**src/design/plm_pkg.sv**
```systemverilog
// plm_pkg: widths, sequencer states and control structs for the
// packet loss and latency monitor. No dependencies.

package plm_pkg;

   localparam int SEQ_W    = 32;
   localparam int TIME_W   = 64;
   localparam int CNT_W    = 32;
   localparam int GSIZE_W  = 16;
   localparam int SUM_W    = 48;
   localparam int ALU_W    = 64;
   localparam int DIV_STEPS = 32;
   localparam int STEP_W   = $clog2(DIV_STEPS);
   localparam int REQ_W    = SEQ_W + 2 * TIME_W;
   localparam int RSP_W    = 3 * CNT_W;

   localparam logic [GSIZE_W-1:0] GSIZE_RESET = 16'd1024;
   localparam logic [CNT_W-1:0]   CNT_MAX     = '1;

   typedef enum logic [2:0] {
      ST_IDLE,
      ST_CMP,
      ST_GAP,
      ST_LAT,
      ST_SUM,
      ST_DIV,
      ST_OUT
   } state_type;

   // sequencer -> datapath
   typedef struct packed {
      logic ready;
      logic do_cmp;
      logic do_gap;
      logic do_lat;
      logic do_sum;
      logic do_div;
      logic do_out;
   } ctrl_type;

   // datapath -> sequencer
   typedef struct packed {
      logic seq_new;   // sequence above last accepted
      logic report;    // group complete
      logic out_free;  // result register can take an item
   } sts_type;

endpackage

```
**src/design/packet_loss_latency_monitor.sv**
```systemverilog
// packet_loss_latency_monitor: top level, datapath registers and result register.
// Depends on plm_pkg, plm_alu and plm_ctrl.
//
//  channel | dir | handshake             | payload
//  --------+-----+-----------------------+------------------------------------------
//  req_    | in  | req_tvalid/req_tready | seq_number, send_time, arrival_time
//  rsp_    | out | rsp_tvalid/rsp_tready | mean_latency, lost_count, dup_count
//  csr_    | in  | csr_wr_en             | group_size
//
// Schedule: one item at a time through a single shared 64-bit adder. A duplicate is only
// compared; an ordinary sample also passes gap, latency and sum. The item closing a
// group adds 32 divide steps (one quotient bit a cycle on the adder) and a result load.
// Reset: synchronous, clears counters, group state, last sequence and group_size (1024).
// Stalls: the result sits in an output register; the next item is taken while it waits,
// and only a new report stalls in its load cycle until the old result has gone.

module packet_loss_latency_monitor import plm_pkg::*; (
   input  logic               clock,
   input  logic               reset,
   input  logic               req_tvalid,
   output logic               req_tready,
   input  logic [REQ_W-1:0]   req_tdata,   // seq_number, send_time, arrival_time
   output logic               rsp_tvalid,
   input  logic               rsp_tready,
   output logic [RSP_W-1:0]   rsp_tdata,   // mean_latency, lost_count, dup_count
   input  logic               csr_wr_en,
   input  logic [GSIZE_W-1:0] csr_wr_data  // group_size
);

   ctrl_type ctrl;
   sts_type  sts;

   // captured item
   logic [SEQ_W-1:0]  seq_ff, seq_in;
   logic [TIME_W-1:0] sent_ff, sent_in;
   logic [TIME_W-1:0] arr_ff, arr_in;

   // running group state
   logic [SEQ_W-1:0]   last_seq_ff, last_seq_in;
   logic [GSIZE_W-1:0] count_ff, count_in;
   logic [SUM_W-1:0]   sum_ff, sum_in;
   logic [CNT_W-1:0]   miss_ff, miss_in;
   logic [CNT_W-1:0]   rep_ff, rep_in;
   logic [GSIZE_W-1:0] gsize_ff, gsize_in;

   // scratch
   logic [SEQ_W-1:0]   gap_ff, gap_in;
   logic [CNT_W-1:0]   sample_ff, sample_in;
   logic [GSIZE_W-1:0] rem_ff, rem_in;
   logic [CNT_W-1:0]   quo_ff, quo_in;

   // result register
   logic             rsp_valid_ff, rsp_valid_in;
   logic [RSP_W-1:0] rsp_data_ff, rsp_data_in;

   // shared adder
   logic [ALU_W-1:0] alu_a, alu_b, alu_sum;
   logic             alu_inv, alu_cin, alu_cout;

   logic [GSIZE_W-1:0] count_next;

   plm_ctrl u_ctrl (
      .clock      (clock),
      .reset      (reset),
      .req_tvalid (req_tvalid),
      .sts        (sts),
      .ctrl       (ctrl)
   );

   plm_alu u_alu (
      .a     (alu_a),
      .b     (alu_b),
      .inv_b (alu_inv),
      .cin   (alu_cin),
      .sum   (alu_sum),
      .cout  (alu_cout)
   );

   // Operand selection. seq + ~last carries out exactly when seq > last, and its
   // low word is then the gap (seq - last - 1).
   always_comb begin
      alu_a   = '0;
      alu_b   = '0;
      alu_inv = 1'b0;
      alu_cin = 1'b0;
      if (ctrl.do_cmp) begin
         alu_a   = {{(ALU_W-SEQ_W){1'b0}}, seq_ff};
         alu_b   = {{(ALU_W-SEQ_W){1'b0}}, last_seq_ff};
         alu_inv = 1'b1;
      end else if (ctrl.do_gap) begin
         alu_a = {{(ALU_W-CNT_W){1'b0}}, miss_ff};
         alu_b = {{(ALU_W-SEQ_W){1'b0}}, gap_ff};
      end else if (ctrl.do_lat) begin
         alu_a   = arr_ff;
         alu_b   = sent_ff;
         alu_inv = 1'b1;
         alu_cin = 1'b1;
      end else if (ctrl.do_sum) begin
         alu_a = {{(ALU_W-SUM_W){1'b0}}, sum_ff};
         alu_b = {{(ALU_W-CNT_W){1'b0}}, sample_ff};
      end else if (ctrl.do_div) begin
         // trial subtract of the shifted partial remainder
         alu_a   = {{(ALU_W-GSIZE_W-1){1'b0}}, rem_ff, quo_ff[CNT_W-1]};
         alu_b   = {{(ALU_W-GSIZE_W){1'b0}}, count_ff};
         alu_inv = 1'b1;
         alu_cin = 1'b1;
      end
   end

   assign count_next = count_ff + 1'b1;

   // a group_size of zero behaves as one: count_next is never zero here
   assign sts.seq_new  = alu_cout;
   assign sts.report   = (count_next >= gsize_ff);
   assign sts.out_free = !rsp_valid_ff || rsp_tready;

   always_comb begin
      seq_in       = seq_ff;
      sent_in      = sent_ff;
      arr_in       = arr_ff;
      last_seq_in  = last_seq_ff;
      count_in     = count_ff;
      sum_in       = sum_ff;
      miss_in      = miss_ff;
      rep_in       = rep_ff;
      gsize_in     = csr_wr_en ? csr_wr_data : gsize_ff;
      gap_in       = gap_ff;
      sample_in    = sample_ff;
      rem_in       = rem_ff;
      quo_in       = quo_ff;
      rsp_valid_in = rsp_valid_ff && !rsp_tready;
      rsp_data_in  = rsp_data_ff;

      if (ctrl.ready && req_tvalid) begin
         seq_in  = req_tdata[SEQ_W-1:0];
         sent_in = req_tdata[SEQ_W +: TIME_W];
         arr_in  = req_tdata[SEQ_W+TIME_W +: TIME_W];
      end

      if (ctrl.do_cmp) begin
         if (alu_cout) begin
            last_seq_in = seq_ff;
            gap_in      = alu_sum[SEQ_W-1:0];
         end else if (rep_ff != CNT_MAX) begin
            rep_in = rep_ff + 1'b1;
         end
      end

      if (ctrl.do_gap)
         miss_in = alu_sum[CNT_W] ? CNT_MAX : alu_sum[CNT_W-1:0];

      // latency floored at zero, capped at 32 bits
      if (ctrl.do_lat) begin
         if (!alu_cout)
            sample_in = '0;
         else if (alu_sum[ALU_W-1:CNT_W] != '0)
            sample_in = CNT_MAX;
         else
            sample_in = alu_sum[CNT_W-1:0];
      end

      // quotient fits 32 bits, so the top 16 sum bits start below the divisor
      if (ctrl.do_sum) begin
         sum_in   = alu_sum[SUM_W-1:0];
         count_in = count_next;
         rem_in   = alu_sum[SUM_W-1:CNT_W];
         quo_in   = alu_sum[CNT_W-1:0];
      end

      if (ctrl.do_div) begin
         rem_in = alu_cout ? alu_sum[GSIZE_W-1:0] : {rem_ff[GSIZE_W-2:0], quo_ff[CNT_W-1]};
         quo_in = {quo_ff[CNT_W-2:0], alu_cout};
      end

      if (ctrl.do_out) begin
         rsp_valid_in = 1'b1;
         rsp_data_in  = {rep_ff, miss_ff, quo_ff};
         count_in     = '0;
         sum_in       = '0;
         miss_in      = '0;
         rep_in       = '0;
      end
   end

   always_ff @(posedge clock) begin
      if (reset) begin
         last_seq_ff  <= '0;
         count_ff     <= '0;
         sum_ff       <= '0;
         miss_ff      <= '0;
         rep_ff       <= '0;
         gsize_ff     <= GSIZE_RESET;
         rsp_valid_ff <= 1'b0;
      end else begin
         last_seq_ff  <= last_seq_in;
         count_ff     <= count_in;
         sum_ff       <= sum_in;
         miss_ff      <= miss_in;
         rep_ff       <= rep_in;
         gsize_ff     <= gsize_in;
         rsp_valid_ff <= rsp_valid_in;
      end
   end

   always_ff @(posedge clock) begin
      seq_ff      <= seq_in;
      sent_ff     <= sent_in;
      arr_ff      <= arr_in;
      gap_ff      <= gap_in;
      sample_ff   <= sample_in;
      rem_ff      <= rem_in;
      quo_ff      <= quo_in;
      rsp_data_ff <= rsp_data_in;
   end

   assign req_tready = ctrl.ready;
   assign rsp_tvalid = rsp_valid_ff;
   assign rsp_tdata  = rsp_data_ff;

endmodule

```
**src/design/plm_alu.sv**
```systemverilog
// plm_alu: shared 64-bit adder with operand inversion and carry in.
// Depends on plm_pkg.

module plm_alu import plm_pkg::*; (
   input  logic [ALU_W-1:0] a,
   input  logic [ALU_W-1:0] b,
   input  logic             inv_b,
   input  logic             cin,
   output logic [ALU_W-1:0] sum,
   output logic             cout
);

   logic [ALU_W:0] full;

   assign full = {1'b0, a} + {1'b0, b ^ {ALU_W{inv_b}}} + {{ALU_W{1'b0}}, cin};
   assign sum  = full[ALU_W-1:0];
   assign cout = full[ALU_W];

endmodule

```
**src/design/plm_ctrl.sv**
```systemverilog
// plm_ctrl: sequencer stepping the shared adder through compare, gap,
// latency, sum and the divide loop. Depends on plm_pkg.

module plm_ctrl import plm_pkg::*; (
   input  logic     clock,
   input  logic     reset,
   input  logic     req_tvalid,
   input  sts_type  sts,
   output ctrl_type ctrl
);

   state_type         state_ff, state_in;
   logic [STEP_W-1:0] step_ff, step_in;

   always_comb begin
      state_in = state_ff;
      case (state_ff)
         ST_IDLE: if (req_tvalid) state_in = ST_CMP;
         ST_CMP:  state_in = sts.seq_new ? ST_GAP : ST_IDLE;
         ST_GAP:  state_in = ST_LAT;
         ST_LAT:  state_in = ST_SUM;
         ST_SUM:  state_in = sts.report ? ST_DIV : ST_IDLE;
         ST_DIV:  if (step_ff == STEP_W'(DIV_STEPS - 1)) state_in = ST_OUT;
         ST_OUT:  if (sts.out_free) state_in = ST_IDLE;
         default: state_in = ST_IDLE;
      endcase
   end

   always_comb begin
      step_in = (state_ff == ST_DIV) ? step_ff + 1'b1 : '0;
   end

   always_comb begin
      ctrl = '0;
      case (state_ff)
         ST_IDLE: ctrl.ready  = 1'b1;
         ST_CMP:  ctrl.do_cmp = 1'b1;
         ST_GAP:  ctrl.do_gap = 1'b1;
         ST_LAT:  ctrl.do_lat = 1'b1;
         ST_SUM:  ctrl.do_sum = 1'b1;
         ST_DIV:  ctrl.do_div = 1'b1;
         ST_OUT:  ctrl.do_out = sts.out_free;
         default: ctrl = '0;
      endcase
   end

   always_ff @(posedge clock) begin
      if (reset) begin
         state_ff <= ST_IDLE;
         step_ff  <= '0;
      end else begin
         state_ff <= state_in;
         step_ff  <= step_in;
      end
   end

endmodule

```
**config.mk**
```make
export PLATFORM = sky130hd
export DESIGN_NAME = packet_loss_latency_monitor
export DESIGN_NICKNAME = d
export VERILOG_FILES = /design/src/design/plm_pkg.sv /design/src/design/packet_loss_latency_monitor.sv /design/src/design/plm_alu.sv /design/src/design/plm_ctrl.sv
export SDC_FILE = /design/constraint.sdc
export NUM_CORES = 1
export LEC_CHECK = 0
export BUFFER_PORTS_ARGS = -buffer_cell sky130_fd_sc_hd__buf_2
export CAP_MARGIN = 10
export CORE_ASPECT_RATIO = 1.25
export CORE_UTILIZATION = 60
export DETAILED_ROUTE_END_ITERATION = 7
export HOLD_SLACK_MARGIN = 0.12
export PLACE_DENSITY = 0.88
export SETUP_SLACK_MARGIN = 0.15
export SYNTH_ARGS = -nofsm -noshare
export SYNTH_HDL_FRONTEND = slang
export SYNTH_SLANG_ARGS = --single-unit
```
**constraint.sdc**
```tcl
create_clock -name clock -period 12.2 [get_ports clock]
set_input_delay 2.44 -clock clock [delete_from_list [all_inputs] [get_ports clock]]
set_output_delay 2.44 -clock clock [all_outputs]
set_load 0.005 [all_outputs]
```
==> metrics <==
status=finished with violations; failing checks=DRC; area of the core=0.0443 mm^2; Peak supply drop=between 0.15 and 0.2 mV; max_slew headroom=between 20% and 30%; Seq/Total Area, Yosys=between 50% and 60%; drt wl/cell=approximately 25 um; critical hold path startpoint=sum_ff[1]; post-synth top area share=around two fifths; Top FF cell, synth=edfxtp_1; Area Growth Syn to Fin=12.7%; Via-to-Cell Ratio=between 6 and 7; post-cts sizing count=0; Tcrit/Tclk final=between 60% and 70%; die height=roughly 240 um; Area contributors post-synth=edfxtp_1 (41%), dfxtp_1 (14%), a21oi_1 (5.8%); Hold WC Path Type=register to register; Fmax achieved=approximately 0.13 GHz; unrepaired setup endpoints after global routing=no; Final Skew=0.0361 ns; FF+latch count, synth=between 500 and 600; drt drc=34; PortBufs=between 200 and 300; fillers=3,200; Crit path max-delay family=buffers and inverters; final setup fails=0; syn_area_per_cell=between 10 and 15 um^2; Clock Sinks=553; synth cell count leaders=nand2_1 (385), edfxtp_1 (368), a21oi_1 (317); largest net degree at the start of global routing=90; Post-synth EDFFs=~370; Data arrival, critical path=a little over 8 ns; largest stage delay on the critical path=between 0.8 and 0.9 ns; DR iter-0 viols=~2,700; I/O pin count=279; Synthesized Nets=2,961; layout net count=~3,100; Final Critical Period=between 7 and 8 ns; Layout Utilization=69.0%; Most Frequent Cell on Critical Path=buf_4; Post-CTS Setup Bufs=0; routability cong.=between 0.9 and 1; worst hold margin=approximately 0.46 ns; Final Hold Fails=0; post-synthesis cell count=around 2,700; Multi-input gate area=approximately 0.011 mm^2; max cap viols=0; top-count cell post-synth=nand2_1; CP bufs+invs=6; CP max-delay cell=buf_4; Critical Path Fanout Max=89; Hold EP=sum_ff[1]; CTS Hold Bufs=0; WP data required=about 13 ns; Synth Warn #=0; drt pass-1 iters=8; initial antenna violation count=5; final setup margin=roughly 4.5 ns; setup TNS=0 ns; worst hold path depth=2; share of post-route cells with drive strength above 1=16.0%; cell taking the most area after synthesis=edfxtp_1; Register Area=between 0.01 and 0.015 mm^2; vias in the first global route=roughly 22,000; power density over the cells=about 140 mW/mm^2; DR vias=~23,000; Worst-path clk slew=around 0.06 ns; Reg2Reg Launch Point=u_ctrl.state_ff[0]; CTS buffer count=52; row count=86; Worst R2R Path Depth=20; clock root cell=clkbuf_16; Routed Antenna Nets=0; CP cell instances=buf_4 > nor2_1 > nand2_1 > buf_4 > o21ai_0 > a221oi_1 > ha_1 > a21oi_1 > o21ai_0 > o31a_1 > o21a_1 > or2_1 > a21oi_4 > buf_4 > nand2b_1 > buf_4 > inv_2 > buf_4 > nand2_1 > a21oi_1; pre-CTS setup slack=~4.7 ns; Longest Clk Path Bufs=3; Synth Cell Area=between 0.02 and 0.03 mm^2; GR Overflow Total=0; htree depth=2; Max Transition Viols Final=0; Final HPWL DP=~60 mm; Unique masters post-synth=between 80 and 90; crit path capture type=register; R2R Setup Slk=between 4 and 5 ns; CP startpoint kind=register; critical setup path kind=register to register; final WL=between 80 and 90 mm; total global-route track usage=between 30% and 40%; CTS tree=yes; Pleak=about 11 nW; Non-Filler Instances=around 3,500; first-pass GRT wire length=between 100 and 150 mm; Async SR Flop Fraction=0%; Total Die Area=approximately 0.046 mm^2; later-pin clock latency in the skew report=roughly 0.64 ns; Initial Util=around three fifths; DIE WIDTH=approximately 190 um; Slew @ Worst Pin=between 1 and 1.5 ns; reg2reg end=last_seq_ff[8]; cell total after placement=3,385
[worst reg2reg max path, cell delays in order, from the launching register on]
cell	delay, ns
dfxtp_4	0.75
buf_4	0.85
nor2_1	0.26
nand2_1	0.42
buf_4	0.52
o21ai_0	0.16
a221oi_1	0.34
ha_1	0.40
a21oi_1	0.24
o21ai_0	0.26
o31a_1	0.40
o21a_1	0.21
or2_1	0.29
a21oi_4	0.13
buf_4	0.67
nand2b_1	0.24
buf_4	0.41
inv_2	0.31
buf_4	0.37
nand2_1	0.22
a21oi_1	0.09
[layer usage]
metal / GRT usage (%) / vias up / part of all wire (%)
met5: 0 / - / 0
met4: 19.2 / 0 / 5.7
met3: 6.42 / 345 / 10
met2: 62.9 / 1661 / 49
met1: 44.6 / 11000 / 36
li1: - / 10300 / -
[cells in the final DEF (no fill, tap or decap), types with 11 or more instances in the layout]
cell,Yosys,layout
and4_1,12,12
ha_1,83,83
mux2i_1,40,40
a22o_1,18,18
a31oi_1,55,55
edfxtp_1,368,368
nor3_2,33,34
xor2_1,42,42
o22ai_1,35,35
o21ai_1,20,20
o21ai_0,189,189
buf_2,17,278
o22a_1,16,16
a221oi_1,51,51
xnor2_1,53,53
nor2_1,180,178
or3_1,15,15
nand3_1,22,22
o21a_1,15,15
and3_1,26,24
inv_1,57,56
nand4_1,39,39
and2_1,30,29
a21oi_1,317,316
dfxtp_1,185,182
clkbuf_16,0,53
nand2_1,385,385
a21o_1,32,32
nor3_1,44,43
buf_4,1,33
clkinv_1,0,11
a211oi_1,14,14
[kinds of logic after synthesis]
family / synth area share (%)
flip-flops: 54.4
adder cells (fa/ha/maj): 3.97
XOR/XNOR: 3.07
buffers and inverters: 3.72
multiplexers: 1.52
AO/OA/AOI/OAI: 19.1
AND/OR/NAND/NOR: 14.3
[stage by stage]
stage                     instance area, um^2  total power, mW
final                                   30600             4.15
after global routing                    30600             4.25
after floorplan                         27100             2.32
after CTS                               30500             4.14
after global placement                  28700             2.44
after detailed placement                28700             2.45
[sequential cells by signal, indices dropped and copies added (netlist names), 5 cells and up]
name and flops:
rsp_tdata 96, arr_ff 64, sent_ff 64, sum_ff 48
gap_ff 32, last_seq_ff 32, miss_ff 32, quo_ff 32
rep_ff 32, sample_ff 32, seq_ff 32, count_ff 16
gsize_ff 16, rem_ff 16, u_ctrl.step_ff 5
[layout make-up]
type,count,area share [%]
Antenna cell,5,0.0409
Clock buffer,65,4.58
Clock inverter,33,1.32
Inverter,57,0.700
Multi-Input combinational cell,1892,37.3
Sequential cell,553,48.3
Tap cell,572,2.34
Timing Repair Buffer,312,5.41
[worst max-delay path by stage]
stage	from	endpoint	slack, ns	cells after the start
2_1_floorplan	req_tvalid	arr_ff[0]	5.58	1
3_3_place_gp	u_ctrl.state_ff[0]	last_seq_ff[4]	4.87	17
3_5_place_dp	u_ctrl.state_ff[0]	last_seq_ff[1]	4.70	17
4_1_cts	u_ctrl.state_ff[0]	last_seq_ff[8]	4.63	17
5_1_grt	u_ctrl.state_ff[2]	last_seq_ff[8]	4.31	21
6_report	u_ctrl.state_ff[0]	last_seq_ff[8]	4.52	20
[report_power, final]
group / internal, mW / total, mW / switching [mW]
combinational: 0.110 / 0.361 / 0.251
clock: 0.991 / 1.73 / 0.737
sequential: 2.04 / 2.06 / 0.0235
Note: power is estimated with default switching activity, not from simulation.
